File: config.mk
export PLATFORM = sky130hd
export DESIGN_NAME = ptbsd_queue
export DESIGN_NICKNAME = d
export VERILOG_FILES = /design/src/hdl/ptbsd_pkg.sv /design/src/hdl/ptbsd_queue.sv
export SDC_FILE = /design/constraint.sdc
export NUM_CORES = 1
export LEC_CHECK = 0
export BUFFER_PORTS_ARGS = -buffer_cell sky130_fd_sc_hd__clkbuf_2
export CAP_MARGIN = 20
export CORE_AREA = 2 2 41 81
export DETAILED_ROUTE_END_ITERATION = 6
export DIE_AREA = 0 0 43 83
export HOLD_SLACK_MARGIN = 0.08
export PLACE_DENSITY = 0.75
export SLEW_MARGIN = 20
export SYNTH_ARGS = -nofsm -noshare
export SYNTH_HDL_FRONTEND = slang
export SYNTH_SLANG_ARGS = --single-unit
File: constraint.sdc
create_clock -name clk -period 2 [get_ports clk]
set_clock_uncertainty 0.15 [all_clocks]
set_input_delay 0.3 -clock clk [delete_from_list [all_inputs] [get_ports clk]]
set_output_delay 0.3 -clock clk [all_outputs]
set_load 0.01 [all_outputs]
File: src/hdl/ptbsd_pkg.sv
// Shared types, constants and helpers of the point-to-box surface distance block.
`default_nettype none

package ptbsd_pkg;

	localparam int COORD_BITS = 32;
	localparam int DIST_BITS = 32;
	localparam int REGION_BITS = 5;
	localparam int CFG_INDEX_BITS = 2;
	localparam int NUM_AXES = 3;
	localparam int QUEUE_DEPTH = 4;

	localparam logic [31:0] WIDTH_RESET = 32'd65536;
	localparam logic [DIST_BITS-1:0] DIST_MAX = '1;
	localparam logic [REGION_BITS-1:0] REGION_INSIDE = 5'd13;

	typedef enum logic [1:0] {
		BAND_BELOW  = 2'd0,
		BAND_INSIDE = 2'd1,
		BAND_ABOVE  = 2'd2
	} band_t;

	typedef enum logic [CFG_INDEX_BITS-1:0] {
		REG_WIDTH_X = 2'd0,
		REG_WIDTH_Y = 2'd1,
		REG_WIDTH_Z = 2'd2
	} cfg_reg_t;

	typedef struct packed {
		logic full;
		logic empty;
	} qstat_t;

	localparam int BAND_BITS = $bits(band_t);

	function automatic logic [REGION_BITS-1:0] region_of(band_t bx, band_t by, band_t bz);
		logic [REGION_BITS-1:0] r;
		r = REGION_BITS'(bx) * REGION_BITS'(9) + REGION_BITS'(by) * REGION_BITS'(3)
			+ REGION_BITS'(bz);
		return r;
	endfunction

endpackage

`default_nettype wire

File: src/hdl/ptbsd_queue.sv
// Short register queue that decouples the classifier from the distance pipeline.
`default_nettype none

module ptbsd_queue #(
	parameter int DATA_W = 8,
	parameter int DEPTH = ptbsd_pkg::QUEUE_DEPTH
) (
	input  wire logic              clk,
	input  wire logic              arst_n,
	input  wire logic              push,
	input  wire logic [DATA_W-1:0] push_data,
	input  wire logic              pop,
	output logic [DATA_W-1:0]      pop_data,
	output ptbsd_pkg::qstat_t      stat
);

	localparam int AW = $clog2(DEPTH);
	localparam int CW = $clog2(DEPTH + 1);

	logic [DATA_W-1:0] mem_q [DEPTH];
	logic [AW-1:0]     wr_ptr_q;
	logic [AW-1:0]     rd_ptr_q;
	logic [CW-1:0]     count_q;

	function automatic logic [AW-1:0] next_ptr(logic [AW-1:0] p);
		logic [AW-1:0] n;
		n = (p == AW'(DEPTH - 1)) ? '0 : p + AW'(1);
		return n;
	endfunction

	always_ff @(posedge clk) begin
		if (push) begin
			mem_q[wr_ptr_q] <= push_data;
		end
	end

	always_ff @(posedge clk or negedge arst_n) begin
		if (!arst_n) begin
			wr_ptr_q <= '0;
			rd_ptr_q <= '0;
			count_q <= '0;
		end else begin
			if (push) begin
				wr_ptr_q <= next_ptr(wr_ptr_q);
			end
			if (pop) begin
				rd_ptr_q <= next_ptr(rd_ptr_q);
			end
			case ({push, pop})
				2'b10: count_q <= count_q + CW'(1);
				2'b01: count_q <= count_q - CW'(1);
				default: ;
			endcase
		end
	end

	assign pop_data = mem_q[rd_ptr_q];
	assign stat.full = (count_q == CW'(DEPTH));
	assign stat.empty = (count_q == '0);

endmodule

`default_nettype wire

== Word level (Yosys, flattened, before mapping) ==
Memories as Yosys holds them, arrays and structs flattened.
Cells that the tools add are included.

* Add/sub/neg operators: 4
* Equal/unequal tests: 5
* Muxes and demuxes: 5
* Reduce and logical (&&, ||, !) cells: 2

{| class="wikitable"
|+ Operators with widths
! kind !! number
|-
| equality test 2 bit (second input constant) || 3
|-
| one-hot mux 3 bit (2 select lines) || 1
|-
| adder 2 x 1 -> 2 bit (second input constant) || 2
|-
| two-way mux 2 bit || 2
|-
| adder 3 x 1 -> 3 bit (second input constant) || 1
|-
| equality test 3 bit (second input constant) || 1
|-
| zero test 3 bit || 1
|-
| subtractor 3 x 1 -> 3 bit (second input constant) || 1
|-
| equality test 2 x 1 -> 1 bit (second input constant) || 1
|-
| two-way mux 1 bit || 2
|-
| nonzero test 2 bit || 1
|}

* Flip-flop bits (word level): 7
* Bits in writable memories: 32
* Input port bits: 12
* Output and inout bits: 10
* Word-level logic and storage cells: 20
* Memories kept: 1

{| class="wikitable"
|+ Memory list
! memory !! depth !! bits a word !! read ports !! clocked after Yosys merged registers in !! wr ports !! line !! text
|-
| mem_q || 4 || 8 || 1 || 0 || 1 || ptbsd_queue.sv:20 || <nowiki>logic [DATA_W-1:0] mem_q [DEPTH];</nowiki>
|}

== Logic depth before layout (Yosys ltp) ==
* Word-level depth: 2
* Depth in mapped cells: 7
* Gate-level depth less buffers: 7

== Worst setup path before layout ==
No wires, ideal clock.

* Path kind: in2reg
* From: input port push
* To: register count_q[2]
* Library setup time: 0.079 ns
* Arrival: 1.308 ns
* Required time: 1.771 ns
* Path slack: 0.463 ns
* Cell stages on the path: 7
* Path buffers: 0
* Cell sequence: inv_1 > ha_1 > inv_1 > fa_1 > xor2_1 > nor2_1 > xor2_1

* Longest elaborated chain between the ends: 2
* Elaborated cells on any way between the ends: 4
* Those cells by class: eq/ne: 2; mux: 1; reduce/logical: 1

{| class="wikitable"
|+ RTL lines
! item !! line !! text
|-
| start, declared || ptbsd_queue.sv:10 || <nowiki>input wire logic push,</nowiki>
|-
| equality test 2 x 1 -> 1 bit or equality test 2 bit (tied branches) || ptbsd_queue.sv:49 || <nowiki>case ({push, pop})</nowiki>
|-
| one-hot mux 3 bit (2 select lines) or nonzero test 2 bit (tied branches) || n/a ||
|-
| end signal, assigned || ptbsd_queue.sv:50 || <nowiki>2'b10: count_q <= count_q + CW'(1);</nowiki>
|-
| end signal, assigned || ptbsd_queue.sv:51 || <nowiki>2'b01: count_q <= count_q - CW'(1);</nowiki>
|-
| end, declared || ptbsd_queue.sv:23 || <nowiki>logic [CW-1:0] count_q;</nowiki>
|}

Parallel ways exist; a longest one is shown, timed or not.
A chain may end at the register's enable or synchronous reset.

== Final worst setup path ==
* From: register rd_ptr_q[0]
* To: output port pop_data[5]

* Longest elaborated chain between the ends: 1

{| class="wikitable"
|+ RTL lines
! item !! line !! text
|-
| start, declared || ptbsd_queue.sv:22 || <nowiki>logic [AW-1:0] rd_ptr_q;</nowiki>
|-
| start signal, assigned || ptbsd_queue.sv:47 || <nowiki>rd_ptr_q <= next_ptr(rd_ptr_q);</nowiki>
|-
| memory read (4 x 8 bit) || n/a ||
|-
| end, declared || ptbsd_queue.sv:13 || <nowiki>output logic [DATA_W-1:0] pop_data,</nowiki>
|}

Every way passes these cells.

==> results by group <==
Outcome
  – Outcome: completed

STA
  – Final hold vios: 0
  – Final worst-path setup slack: 104.8 ps
  – Final period util: 94.76%
  – Slew Limit Fails: 0
  – Sum Neg Setup Slack: 0 ps
  – Highest Clock Rate: 0.5276 GHz
  – Worst-Margin Slew: 464.5 ps
  – RSZ-0062 raised after global routing: no
  – Minimum clock period: 1895 ps
  – Final Setup Violations: 0
  – Slew Limit Headroom: 69.03%

CTS
  – CTS root buf: clkbuf_8
  – Clock sink count: 39
  – CTS buffer count: 5
  – Clk buf depth: 2
  – Clock insertion delay at the later pin of the skew report: 280 ps
  – Clock transition at the registers of the reported paths: 70 ps
  – CTS tree: done
  – CTS HTree Levels: 2

Flow run
  – Max_cap viols: 0

Global routing
  – GR Util All Layers: 16.03%
  – First-pass GRT wire length: 4084 um
  – Grt ovf: 0
  – Antenna violations before repair: 0
  – Vias in the first global route: 856
  – Pin count of the biggest net entering global routing: 13

Synth
  – Syn nets: 99
  – Synth unique cells: 19
  – Syn Inst Count: 80
  – Synth warn: 0
  – Asr flop ratio synth: 17.95%
  – #FFs+latches synth: 39
  – Post-synth EDFFs: 32
  – Synth Flop Type: edfxtp_1
  – Mean post-synth cell area: 19.66 um^2
  – Sequential area share after synthesis: 72.24%
  – Synth Cell Area: 1573 um^2

Detailed routing
  – ANT nets after route: 0
  – Pre-Repair DR Iteration Count: 4
  – Via density per instance: 5.504
  – Total number of vias: 776
  – Initial DRC Count: 19
  – Routed len/inst: 17.23 um
  – Detailed Route WL: 2429 um
  – DRC: 0

Floorplanning
  – Ports: 22
  – Starting Density: 53.44%
  – Die ar.: 3569 um^2
  – Die X: 43 um
  – Row cnt: 28
  – Die Span Y: 83 um
  – CORE AREA: 2943 um^2

Place
  – Worst slack, placed: 139.9 ps
  – I/O Buffers: 21
  – Area post-placement: 1719 um^2
  – DP Wirelength: 1764 um
  – Placer Congestion: 0.6154

Layout
  – NumNets Final: 129
  – ANT cells: 0
  – Post-route cell area: 1882 um^2
  – P&R area growth vs syn: 19.65%
  – Layout cells sized above 1: 35.14%

Setup path
  – Arrival time worst endpoint: 1450 ps
  – Worst Setup End Kind: primary output
  – Worst EP required: 1550 ps
  – Worst Setup Start Kind: flip-flop
  – CP Max Fanout: 11
  – Worst-case reg-to-reg path depth: 5
  – CP Class: reg -> out

Hold path
  – Worst Hold Path Cells: 1
  – Worst Hold Class: in -> reg

Power
  – Max IR drop VDD: 1.024 mV
  – Pwr dens: 1437 nW/um^2
  – Pleak: 0.7377 nW
-- timing repair --
action / in CTS / in global routing
setup buffers: 0 / 0
resized for setup: 0 / 0
hold buffers: 2 / 1
endpoints found under the hold margin: 11 / 2
-- final timing paths --
path	to	from	slack, ps
max in group asynchronous	wr_ptr_q[1]	arst_n	1290
setup / recovery	pop_data[5]	rd_ptr_q[0]	100
setup reg to reg	count_q[2]	count_q[0]	400
min in group asynchronous	count_q[2]	arst_n	230
hold / removal	mem_q[0][6]	push_data[6]	80
hold reg to reg	count_q[2]	count_q[2]	360
-- layer usage --
metal	up-vias	GRT usage, %	routed length [um]
met1	389	17.42	924
met2	18	27.69	1363
met4	0	7.438	61
met5	-	0	0
met3	6	4.565	79
li1	363	-	-
-- critical path, cell delays in order (launching register included) --
cell      delay [ps]
dfrtp_1          370
buf_12           150
mux4_2           500
clkbuf_2         140
-- synthesized netlist by cell type, types with 2 or more instances --
cell	number	share of area, %
and2_1	4	1.6
dfrtp_1	7	11
edfxtp_1	32	61
ha_1	6	4.8
inv_1	6	1.4
mux2_2	2	1.4
mux4_2	8	11
nor2_1	2	0.48
o21ai_0	2	0.64
xor2_1	2	1.1
-- report_power, final --
| part | leakage, nW | total [mW] | internal, mW | switching [mW] |
|---|---|---|---|---|
| Sequential | 0.377 | 1.18 | 1.07 | 0.112 |
| Clock | 0.0654 | 0.753 | 0.498 | 0.254 |
| Combinational | 0.295 | 0.770 | 0.401 | 0.368 |
-- cell type report --
class / count / area, um^2
inverters: 6 / 22.52
well taps: 30 / 37.54
multi-input cells: 33 / 397.9
repair buffers: 25 / 155.1
flip-flops and latches: 39 / 1136
fillers: 226 / 1061
clock buffers: 6 / 72.57
clock inverters: 2 / 60.06
-- cells in the final DEF, fill, tap and decap left out, drive strengths merged --
cell,netlist,routed
or3,1,1
ha,6,6
buf,2,1
mux2,2,2
dfrtp,7,7
nor2,2,2
o21ai,2,2
nor3,1,1
edfxtp,32,32
clkbuf,0,27
dlygate4sd3,0,3
nand2,1,1
bufinv,0,2
fa,1,1
and2,4,4
and3,1,1
mux2i,1,1
xnor2,1,1
inv,6,6
mux4,8,8
xor2,2,2
-- flip-flops by register name, summed over array words and instances, names as in the netlist --
name and count:
count_q 3, mem_q 32, rd_ptr_q 2, wr_ptr_q 2
-- stage by stage --
| step | hold WS (ps) | total power, mW | utilization, % | cells |
|---|---|---|---|---|
| final | 84.94 | 2.703 | 63.95 | 141 |
| after global routing | 85.57 | 2.860 | 63.95 | 141 |
| after CTS | 82.42 | 2.738 | 63.61 | 140 |
| after detailed placement | -2.659 | 1.987 | 58.42 | 130 |
| after global placement | -6.595 | 1.931 | 58.42 | 130 |
| after floorplan | -145.6 | 1.703 | - | 80 |
-- cells by family (layout without fill, tap and decap cells) --
| logic type | Yosys count | after routing | share of synthesized area (%) |
|---|---|---|---|
| AOI/OAI and AO/OA | 2 | 2 | 0.6365 |
| xor gates and xnor gates | 3 | 3 | 1.671 |
| adders and majority gates | 7 | 7 | 6.046 |
| buffers and inverters | 8 | 39 | 2.466 |
| DFF | 39 | 39 | 72.24 |
| muxes | 11 | 11 | 13.52 |
| and+or+nand+nor | 10 | 10 | 3.421 |
(Power assumes the default switching activity.)
