--- config.mk ---
export PLATFORM = sky130hd
export DESIGN_NAME = ptbsd_front
export DESIGN_NICKNAME = d
export VERILOG_FILES = /design/src/hdl/ptbsd_pkg.sv /design/src/hdl/ptbsd_front.sv
export SDC_FILE = /design/constraint.sdc
export NUM_CORES = 1
export LEC_CHECK = 0
export BUFFER_PORTS_ARGS = -buffer_cell sky130_fd_sc_hd__clkbuf_2
export CAP_MARGIN = 15
export CORE_ASPECT_RATIO = 0.6
export CORE_MARGIN = 5
export CORE_UTILIZATION = 23
export DETAILED_ROUTE_END_ITERATION = 16
export SLEW_MARGIN = 20
export SYNTH_ARGS = -nofsm -noshare
export SYNTH_HDL_FRONTEND = slang
export SYNTH_SLANG_ARGS = --single-unit
export TNS_END_PERCENT = 1
--- constraint.sdc ---
create_clock -name clk -period 17.6 [get_ports clk]
set_clock_uncertainty 0.2 [all_clocks]
set_input_delay 3.52 -clock clk [delete_from_list [all_inputs] [get_ports clk]]
set_output_delay 3.52 -clock clk [all_outputs]
set_load 0.03 [all_outputs]
--- src/hdl/ptbsd_pkg.sv ---
// Shared types, constants and helpers of the point-to-box surface distance block.
`default_nettype none

package ptbsd_pkg;

	localparam int COORD_BITS = 32;
	localparam int DIST_BITS = 32;
	localparam int REGION_BITS = 5;
	localparam int CFG_INDEX_BITS = 2;
	localparam int NUM_AXES = 3;
	localparam int QUEUE_DEPTH = 4;

	localparam logic [31:0] WIDTH_RESET = 32'd65536;
	localparam logic [DIST_BITS-1:0] DIST_MAX = '1;
	localparam logic [REGION_BITS-1:0] REGION_INSIDE = 5'd13;

	typedef enum logic [1:0] {
		BAND_BELOW  = 2'd0,
		BAND_INSIDE = 2'd1,
		BAND_ABOVE  = 2'd2
	} band_t;

	typedef enum logic [CFG_INDEX_BITS-1:0] {
		REG_WIDTH_X = 2'd0,
		REG_WIDTH_Y = 2'd1,
		REG_WIDTH_Z = 2'd2
	} cfg_reg_t;

	typedef struct packed {
		logic full;
		logic empty;
	} qstat_t;

	localparam int BAND_BITS = $bits(band_t);

	function automatic logic [REGION_BITS-1:0] region_of(band_t bx, band_t by, band_t bz);
		logic [REGION_BITS-1:0] r;
		r = REGION_BITS'(bx) * REGION_BITS'(9) + REGION_BITS'(by) * REGION_BITS'(3)
			+ REGION_BITS'(bz);
		return r;
	endfunction

endpackage

`default_nettype wire

--- src/hdl/ptbsd_front.sv ---
// Front end: width registers, input register and per-axis band classification.
`default_nettype none

module ptbsd_front #(
	parameter int COORD_BITS = ptbsd_pkg::COORD_BITS,
	localparam int OD_BITS = COORD_BITS + 1,
	localparam int ENTRY_W = ptbsd_pkg::REGION_BITS
		+ ptbsd_pkg::NUM_AXES * (ptbsd_pkg::BAND_BITS + OD_BITS)
) (
	input  wire logic                                     clk,
	input  wire logic                                     arst_n,
	input  wire logic                                     cfg_we,
	input  wire logic [ptbsd_pkg::CFG_INDEX_BITS-1:0]     cfg_index,
	input  wire logic [COORD_BITS-2:0]                    cfg_data,
	input  wire logic                                     in_valid,
	output logic                                          in_stall,
	input  wire logic signed [COORD_BITS-1:0]             pos_x,
	input  wire logic signed [COORD_BITS-1:0]             pos_y,
	input  wire logic signed [COORD_BITS-1:0]             pos_z,
	output logic                                          push,
	output logic [ENTRY_W-1:0]                            push_data,
	input  wire ptbsd_pkg::qstat_t                        qstat
);

	localparam int SW = COORD_BITS + 2;
	localparam int NA = ptbsd_pkg::NUM_AXES;
	localparam int BB = ptbsd_pkg::BAND_BITS;

	logic [COORD_BITS-2:0]        width_q [NA];
	logic signed [COORD_BITS-1:0] pos [NA];
	logic signed [SW-1:0]         p2 [NA];
	logic signed [SW-1:0]         wi [NA];
	logic signed [SW-1:0]         s_up [NA];
	logic signed [SW-1:0]         s_dn [NA];
	logic signed [SW-1:0]         s_in [NA];
	ptbsd_pkg::band_t             band [NA];
	logic [OD_BITS-1:0]           axis_dist [NA];
	logic [ENTRY_W-1:0]           entry;
	logic                         fe_valid_s1;
	logic [ENTRY_W-1:0]           fe_entry_s1;

	always_ff @(posedge clk or negedge arst_n) begin
		if (!arst_n) begin
			for (int k = 0; k < NA; k++) begin
				width_q[k] <= (COORD_BITS-1)'(ptbsd_pkg::WIDTH_RESET);
			end
		end else if (cfg_we) begin
			case (ptbsd_pkg::cfg_reg_t'(cfg_index))
				ptbsd_pkg::REG_WIDTH_X: width_q[0] <= cfg_data;
				ptbsd_pkg::REG_WIDTH_Y: width_q[1] <= cfg_data;
				ptbsd_pkg::REG_WIDTH_Z: width_q[2] <= cfg_data;
				default: ;
			endcase
		end
	end

	assign pos[0] = pos_x;
	assign pos[1] = pos_y;
	assign pos[2] = pos_z;

	// Everything is held at twice the scale, so a half width needs no rounding.
	always_comb begin
		for (int k = 0; k < NA; k++) begin
			p2[k] = SW'(pos[k]) <<< 1;
			wi[k] = SW'(width_q[k]);
			s_up[k] = p2[k] - wi[k];
			s_dn[k] = p2[k] + wi[k];
			s_in[k] = wi[k] - p2[k];
			if (s_up[k] >= 0) begin
				band[k] = ptbsd_pkg::BAND_ABOVE;
				axis_dist[k] = OD_BITS'(s_up[k]);
			end else if (s_dn[k] <= 0) begin
				band[k] = ptbsd_pkg::BAND_BELOW;
				axis_dist[k] = OD_BITS'(-s_dn[k]);
			end else begin
				band[k] = ptbsd_pkg::BAND_INSIDE;
				axis_dist[k] = (s_in[k] < s_dn[k]) ? OD_BITS'(s_in[k]) : OD_BITS'(s_dn[k]);
			end
		end
		entry = '0;
		for (int k = 0; k < NA; k++) begin
			entry[k*OD_BITS +: OD_BITS] = axis_dist[k];
			entry[NA*OD_BITS + k*BB +: BB] = band[k];
		end
		entry[NA*(OD_BITS+BB) +: ptbsd_pkg::REGION_BITS] =
			ptbsd_pkg::region_of(band[0], band[1], band[2]);
	end

	assign in_stall = fe_valid_s1 & qstat.full;
	assign push = fe_valid_s1 & ~qstat.full;
	assign push_data = fe_entry_s1;

	always_ff @(posedge clk or negedge arst_n) begin
		if (!arst_n) begin
			fe_valid_s1 <= 1'b0;
		end else if (!in_stall) begin
			fe_valid_s1 <= in_valid;
		end
	end

	always_ff @(posedge clk) begin
		if (!in_stall && in_valid) begin
			fe_entry_s1 <= entry;
		end
	end

endmodule

`default_nettype wire

### Word level (Yosys, flattened, before mapping)

Cells that the tools add are included.

| word-level totals | value |
|---|---|
| bits of input ports | 135 |
| output and inout port bits | 112 |
| register bits after elaboration | 204 |
| logic and storage cells | 56 |

| cells by class | value |
|---|---|
| $lt $le $gt $ge | 9 |
| multiply operators | 2 |
| muxes and demuxes | 15 |
| bitwise logic cells | 3 |
| reductions and logical operators | 6 |
| equal/unequal tests | 2 |
| add/subtract/negate cells | 14 |

Operator list:

| cell | count |
|---|---|
| 33-bit 2-to-1 mux | 9 |
| 33-bit by 32-bit adder with 34-bit output | 3 |
| 34-bit by 1-bit >= comparator with 1-bit output (second input constant) | 3 |
| 34-bit by 1-bit <= comparator with 1-bit output (second input constant) | 3 |
| 34-bit < comparator | 3 |
| 32-bit by 33-bit subtractor with 34-bit output | 3 |
| 33-bit by 32-bit subtractor with 34-bit output | 3 |
| 33-bit negator | 3 |
| 2-bit 2-to-1 mux | 3 |
| 2-bit AND reduction | 3 |
| 5-bit by 2-bit adder with 5-bit output | 1 |
| 5-bit by 4-bit adder with 5-bit output | 1 |
| 2-bit by 4-bit multiplier with 5-bit output (second input constant) | 1 |
| 2-bit by 2-bit multiplier with 4-bit output (second input constant) | 1 |
| 1-bit 2-to-1 mux | 3 |
| 1-bit AND | 2 |
| 2-bit by 1-bit equality test with 1-bit output (second input constant) | 1 |
| 2-bit equality test (second input constant) | 1 |
| 2-bit zero test | 1 |
| 1-bit logical AND | 1 |
| 1-bit zero test | 1 |
| 1-bit inverter | 1 |

### Longest topological paths before layout

Gate-level depths: netlist (run 1).

| depth | value |
|---|---|
| word-level depth | 7 |
| gate-level depth with buffers | 30 |
| mapped depth without buffers | 27 |

### Worst setup path before layout (run 1)

No wires, ideal clock.

| timing | value |
|---|---|
| path kind | input to register |
| start point | in qstat[1] (netlist name) |
| end point | reg fe_entry_s1[0] (netlist: push_data[0]), enable pin |
| stages | 2 |
| library setup time | 0.591 ns |
| setup slack | 8.174 ns |
| arrival | 8.635 ns |
| cells stage by stage | and2_1 > nor2b_1 |

| on the way | value |
|---|---|
| word-level cells in the longest chain between the ends | 3 |

RTL lines:

| element | RTL line | text |
|---|---|---|
| from (decl) | ptbsd_front.sv:22 | `input wire ptbsd_pkg::qstat_t qstat` |
| 1-bit AND | ptbsd_front.sv:89 | `assign in_stall = fe_valid_s1 & qstat.full;` |
| 1-bit zero test | ptbsd_front.sv:102 | `if (!in_stall && in_valid) begin` |
| 1-bit logical AND | ptbsd_front.sv:102 |  |
| to (signal assigned) | ptbsd_front.sv:103 | `fe_entry_s1 <= entry;` |
| to (decl) | ptbsd_front.sv:40 | `logic [ENTRY_W-1:0] fe_entry_s1;` |

No other way between the ends.
A chain may end at the register's enable or synchronous reset.

==> out/summary.txt, run 1 <==
TritonCTS clock tree -> yes
Lkg Pwr -> 14.51 nW
Internal -> 2.038 mW
Placement Setup Slack -> 6.066 ns
filler cell count -> 14.40k
CP arrival -> 11.40 ns
Slew Viols, Final -> 0
Cell Area, Placed -> 0.03322 mm2
design area -> 0.03428 mm2
Worst Path Max Fanout -> 23
FP Rows -> 103
main flop type after synthesis -> edfxtp_1
Final Core Density -> 26.10%
FFs w/ async S/R, synth -> 46.08%
CTS resizes -> 0
DR WL met3 -> 15.80 mm
clk sinks -> 204
synth-to-layout area growth -> 12.85%
Mapped Area -> 0.03038 mm2
CTS Root Cell -> clkbuf_16
TritonRoute pass-1 iters -> 5
Synth Instances -> 3909
setup bufs post-CTS -> 0
cts bufs inserted -> 29
GPL Wtd Cong -> 0.9532
count of cell types in the netlist -> 116
vias in the first global route -> 28.43k
sequential share of the synthesized area -> 18.63%
# nets final -> 4551
Post-CTS Hold Fix Bufs -> 0
highest metal used -> met5
EDFF count, synth -> 110
# port buffers -> 245
mux cell area share after synthesis -> 3.011%
antenna violations before repair -> 27
logic gate share of total power -> 68.4%
Mean Syn Cell Area -> 7.771 um2
Die X -> 479.2 um
Hold WS -> 0.3428 ns
Yosys warnings -> 0
unrepaired setup endpoints after global routing -> false
Max clock buf depth -> 3
critical path data required time -> 17.74 ns
Tmin final -> 11.26 ns
Hold Path Class -> reg -> reg
status -> finished, final reports clean
PD cells -> 127.0 mW/mm2
pin count of the biggest net entering global routing -> 63
Seq pwr share -> 16.5%
fin worst setup slack -> 6.339 ns
WL final -> 135.2 mm
max-cap violations -> 0
layout cells sized above 1 -> 12.00%
startpoint types -> primary input
Crit Path Class -> in -> reg
I/O Pins -> 247
Max Clk Rate -> 0.08880 GHz
wire length per cell -> 23.36 um
Clock power frac -> 15.1%
clock-pin slew on the worst setup and hold paths -> 0.07 ns
M1 wire length -> 64.78 mm
Core Area -> 0.1313 mm2
H-tree levels -> 1
Compound-Gate Fraction of Synth Area -> 28.32%
worst rel slew slack -> 20.86%
# setup viols final -> 0
Synth Area in Adders -> 16.34%
slew of the pin with the lowest slew margin -> 1.187 ns
dpl cells -> 5729
Final Hold Fails -> 0
maximum VDD drop -> 67.29 uV
CP endpoint kind -> flop
fin cells -> 5789
sw frac -> 53.16%
Post-Synth Simple-Gate Area -> 20.60%
DRC violations left -> 0
largest area contributor in the netlist -> ha_1
part of the cycle the worst path needs -> 63.98%
global-route wire length before repair -> 195.4 mm
vias per inst -> 5.490
Tot GR Track Use -> 18.32%
largest family of logic cells by synthesized area -> compound AO/OA/AOI/OAI gates
initial drt markers -> 4233
Net Switching -> 2.314 mW
Die ar. -> 0.1397 mm2
Die H -> 291.5 um
ANT nets after route -> 0
Yosys reg bits -> 204
area share of the largest cell type after synthesis -> 15.45%
routed length on met2 -> 52.43 mm
dpl hpwl -> 109.1 mm
clock insertion delay at the later pin of the skew report -> 0.63 ns
Area contributors post-synth -> ha_1 15%, edfxtp_1 11%, dfrtp_1 7.5%
syn_nets -> 4432
grt total ovfl -> 0
xor and xnor area share after synthesis -> 6.223%
total number of vias -> 31.78k
Setup TNS Final -> 0 ns
Power Total -> 4.352 mW
Starting Density -> 23.13%
logic make-up (layout without fill, tap and decap cells):
group	Yosys count	in the layout
flops	204	204
buf+inv	534	676
mux	83	83
simple gates	1211	1211
compound gates	1273	1273
xor+xnor	215	215
fa+ha+maj	389	389
other cells	0	6
Yosys cell counts, types with 23 or more instances:
| master | instances |
|---|---|
| ha_1 | 375 |
| a21oi_1 | 337 |
| inv_1 | 329 |
| nor2_1 | 305 |
| nand2_1 | 240 |
| o21ai_0 | 200 |
| xnor2_1 | 192 |
| clkbuf_1 | 127 |
| edfxtp_1 | 110 |
| nand3_1 | 107 |
| nor3_1 | 99 |
| a21o_1 | 95 |
| dfrtp_1 | 91 |
| nand4_1 | 68 |
| mux2_2 | 66 |
| o21bai_1 | 61 |
| nor2b_1 | 59 |
| nand2b_1 | 57 |
| o211ai_1 | 56 |
| a211oi_1 | 50 |
| a31oi_1 | 50 |
| o31ai_1 | 49 |
| or3_1 | 43 |
| o21a_1 | 41 |
| and3_1 | 37 |
| nor4_1 | 36 |
| a211o_1 | 28 |
| and2_1 | 27 |
| or4_1 | 24 |
| a221o_1 | 23 |
sequential cells by signal (all words and copies together) (netlist names):
signal,count
push_data,110
wi,93
fe_valid_s1,1
area by class of cell:
type / instances / area [um2] / share of cell area (%)
multi-input cells: 3171 / 22670 / 66.12
flip-flops and latches: 204 / 5659 / 16.51
well taps: 1732 / 2167 / 6.322
repair buffers: 269 / 1409 / 4.110
inverters: 353 / 1325 / 3.865
clock buffers: 33 / 783.3 / 2.285
clock inverters: 21 / 256.5 / 0.7482
diodes: 6 / 15.01 / 0.04380
power groups by stage:
stage                     combinational (mW)  sequential, mW  clock (mW)
after CTS                               2.89           0.719       0.686
final                                   2.98           0.717       0.659
after global routing                    3.22           0.729       0.702
after floorplan                         1.92           0.808           0
after detailed placement                2.87           0.727           0
after global placement                  2.85           0.722           0
cells in the final DEF (no fill, tap or decap), types with 49 or more instances in the layout:
master      n
nor2_1    305
ha_1      375
a31oi_1    50
nor3_1     96
edfxtp_1  110
dfrtp_1    91
nor2b_1    58
nand4_1    68
xnor2_1   192
nand2b_1   57
a211oi_1   50
inv_1     328
clkbuf_2  244
o21bai_1   60
mux2_2     66
a21o_1     95
o21ai_0   200
a21oi_1   336
nand2_1   240
nand3_1   107
o31ai_1    49
o211ai_1   56
metal layers:
| metal | vias up | track usage, % |
|---|---|---|
| met1 | 15340 | 28.75 |
| met4 | 10 | 2.523 |
| li1 | 14620 | - |
| met3 | 112 | 4.892 |
| met5 | - | 0 |
| met2 | 1707 | 24.97 |
critical path, cell delays in order:
cell       delay [ns]
clkbuf_2         0.16
ha_1             0.19
inv_1            0.06
fa_1             0.40
a21oi_1          0.19
o2bb2ai_1        0.15
o21a_1           0.38
a211o_1          0.34
a41o_1           0.36
a221o_1          0.49
a221oi_1         1.01
o21ai_0          0.36
a21oi_1          0.28
ha_1             0.17
inv_1            0.05
a2111oi_0        0.72
and3_1           0.26
o21ai_0          0.07
nand3_1          0.09
nand2_1          0.07
a22o_1           0.58
nand2b_1         0.40
a21oi_4          0.57
a221oi_1         0.21
o211a_1          0.31
path summary, 6_finish.rpt:
kind	from	to	slack, ns	depth (start not counted)
min in group asynchronous	arst_n	wi[96]$_DFFE_PN0P_	2.73	1
worst max register to register	wi[1]$_DFFE_PN0P_	push_data[82]$_DFFE_PP_	8.78	25
worst min register to register	wi[84]$_DFFE_PN1P_	wi[84]$_DFFE_PN1P_	0.34	2
worst max-delay path	pos_z[0]	push_data[82]$_DFFE_PP_	6.34	25
max in group asynchronous	arst_n	wi[21]$_DFFE_PN0P_	13.21	2
worst min-delay path	wi[84]$_DFFE_PN1P_	wi[84]$_DFFE_PN1P_	0.34	2
Power figures use the tool's default switching activity.
==> run 2: changes to the inputs <==
==> constraint.sdc (replaced) <==
create_clock -name clk -period 11.3 [get_ports clk]
set_clock_uncertainty 0.2 [all_clocks]
set_input_delay 2.26 -clock clk [delete_from_list [all_inputs] [get_ports clk]]
set_output_delay 2.26 -clock clk [all_outputs]
set_load 0.03 [all_outputs]
==> run 2 against run 1 <==
Compared with the run above: non-clock buffer count increased by 5; sequential share of layout area barely moved; final area barely moved; clock power increased by 58%; critical path type unchanged; utilization about the same; sequential power is 56% higher; wire length rose by 0.22%; via count down 0.26%; die area unchanged; final cell count rose by 0.12%.
==> out/summary.txt, run 2 (synthesis gave the netlist of run 1 again) <==
slew of the pin with the lowest slew margin -> 1.226 ns (+0.03860 ns)
PD cells -> 198.1 mW/mm2 (+56%)
Hold WS -> 0.3368 ns (-0.006061 ns)
layout cells sized above 1 -> 11.93% (-0.064 points)
family with the most delay on the worst path -> compound AO/OA/AOI/OAI gates
I/O Pins -> 247 (unchanged)
# port buffers -> 245 (unchanged)
unrepaired setup endpoints after global routing -> false
# nets final -> 4556 (+0.11%)
worst rel slew slack -> 17.66% (-3.2 points)
ANT nets after route -> 0 (unchanged)
reg2reg setup slack -> 3.30 ns (-5.48 ns)
clock insertion delay at the later pin of the skew report -> 0.63 ns (about the same)
Internal -> 3.199 mW (+57%)
Die X -> 479.2 um (unchanged)
Worst Path Max Fanout -> 23 (unchanged)
logic gate share of total power -> 68.2% (-0.2 points)
grt total ovfl -> 0 (unchanged)
Seq pwr share -> 16.5% (about the same)
RR Startpoint -> wi[69]$_DFFE_PN0P_
# setup viols final -> 0 (unchanged)
buffers plus inverters on the worst setup path -> 3 (unchanged)
Starting Density -> 23.13% (unchanged)
TritonRoute pass-1 iters -> 5 (unchanged)
TritonCTS clock tree -> yes
WL final -> 135.5 mm (+0.22%)
vias in the first global route -> 28.53k (+0.36%)
Hold Path Stages -> 2 (unchanged)
antenna violations before repair -> 29 (+7.4%)
maximum VDD drop -> 111.7 uV (+66%)
synth-to-layout area growth -> 12.95% (about the same)
reg2reg path depth -> 29 (+16%)
CP arrival -> 9.43 ns (-1.97 ns)
GPL Wtd Cong -> 0.9700 (+1.8%)
H-tree levels -> 1 (unchanged)
Critical R2R Capture -> push_data[25]$_DFFE_PP_
Worst Hold Path EP -> wi[84]$_DFFE_PN1P_
wire length per cell -> 23.38 um (+0.10%)
cts bufs inserted -> 29 (unchanged)
Die ar. -> 0.1397 mm2 (unchanged)
vias per inst -> 5.469 (-0.38%)
FP Rows -> 103 (unchanged)
design area -> 0.03431 mm2 (about the same)
Clock power frac -> 15.3% (+0.2 points)
Max clock buf depth -> 3 (unchanged)
Tmin final -> 9.281 ns
pin count of the biggest net entering global routing -> 67 (+6.3%)
clk sinks -> 204 (unchanged)
DRC violations left -> 0 (unchanged)
startpoint types -> primary input
Crit Path Class -> in -> reg
Final Hold Fails -> 0 (unchanged)
max-cap violations -> 0 (unchanged)
Hold Path Class -> reg -> reg
Cell Area, Placed -> 0.03325 mm2 (+0.10%)
most frequent cells in the layout -> 375 x ha_1, 337 x a21oi_1, 328 x inv_1
Post-CTS Hold Fix Bufs -> 0 (unchanged)
Lkg Pwr -> 14.54 nW (+0.25%)
CP Cell Sequence -> clkbuf_2 -> inv_1 -> ha_1 -> nor2b_1 -> nor4_1 -> o311ai_0 -> o21ai_1 -> or4_1 -> a21o_1 -> mux2i_1 -> nand2_1 -> inv_1 -> ha_1 -> a2111oi_0 -> and3_1 -> o21ai_0 -> nand3_1 -> nand2_1 -> a22o_1 -> nand2b_1 -> a21oi_4 -> a221oi_1 -> o211a_1
total number of vias -> 31.70k (-0.26%)
Core Area -> 0.1313 mm2 (unchanged)
status -> finished, final reports clean
filler cell count -> 14.36k (-0.28%)
Slew Viols, Final -> 0 (unchanged)
hold path start -> wi[84]$_DFFE_PN1P_
Die H -> 291.5 um (unchanged)
max reg flops -> 110 (unchanged)
part of the cycle the worst path needs -> 82.13%
sw frac -> 52.93% (-0.24 points)
CP endpoint kind -> flop
Tot GR Track Use -> 18.36% (+0.031 points)
critical path data required time -> 11.45 ns (-6.29 ns)
Net Switching -> 3.597 mW (+55%)
setup bufs post-CTS -> 0 (unchanged)
worst stage delay on the critical path -> 0.68 ns (-0.33 ns)
Max Clk Rate -> 0.1077 GHz
CTS Root Cell -> clkbuf_16
global-route wire length before repair -> 195.9 mm (+0.27%)
clock-pin slew on the worst setup and hold paths -> 0.06 ns (about the same)
CTS resizes -> 0 (unchanged)
dpl hpwl -> 109.4 mm (+0.29%)
critical path's slowest cell -> ha_1
initial drt markers -> 3962 (-6.4%)
Setup TNS Final -> 0 ns (unchanged)
most common cell after layout, fill and taps aside -> ha_1
==> run 2: worst max path at each step <==
stage                     depth (start not counted)                        to  slack (ns)      start
after floorplan                                   2    push_data[0]$_DFFE_PP_        3.13   qstat[1]
after global placement                           21  push_data[107]$_DFFE_PP_        1.58   pos_x[0]
after detailed placement                         21  push_data[107]$_DFFE_PP_        1.52   pos_x[0]
after CTS                                        21  push_data[107]$_DFFE_PP_        2.18   pos_x[0]
after global routing                             29   push_data[25]$_DFFE_PP_        1.57   pos_x[0]
final                                            23   push_data[82]$_DFFE_PP_        2.02  pos_z[12]
==> run 2: worst min-delay path, stage by stage (launching register included) <==
cell and delay [ns]:
dfstp_2 0.38, inv_1 0.07, o21ai_0 0.08
==> run 2: area by class of cell <==
type / instances / area (um2) / share of cell area [%]
multi-input cells: 3171 / 22660 / 66.03
flip-flops and latches: 204 / 5659 / 16.49
well taps: 1732 / 2167 / 6.316
repair buffers: 274 / 1446 / 4.216
inverters: 353 / 1325 / 3.862
clock buffers: 31 / 743.2 / 2.166
clock inverters: 23 / 292.8 / 0.8533
diodes: 8 / 20.02 / 0.05835
==> run 2: routing by layer <==
metal  global-route usage [%]  share of wire (%)  vias to the layer above
met5                        0              0.066                        -
li1                         -                  -                    14630
met3                    4.699                 11                      133
met4                    2.945                1.9                       14
met2                    24.80                 38                     1625
met1                    28.94                 48                    15300
==> run 2: power groups by stage <==
stage	logic, mW	registers [mW]	clock network, mW
6_report	4.64	1.12	1.04
3_5_place_dp	4.47	1.14	0
5_1_grt	5.01	1.14	1.12
4_1_cts	4.50	1.12	1.09
3_3_place_gp	4.43	1.13	0
2_1_floorplan	2.99	1.26	0
==> run 2: through the flow <==
step / utilization, % / worst slack (ns) / power, mW / instances
after global placement: 25.32 / 1.575 / 5.561 / 5734
after floorplan: - / 3.134 / 4.248 / 3909
after detailed placement: 25.32 / 1.516 / 5.605 / 5734
final: 26.13 / 2.019 / 6.796 / 5796
after CTS: 26.11 / 2.183 / 6.710 / 5788
after global routing: 26.12 / 1.571 / 7.264 / 5790
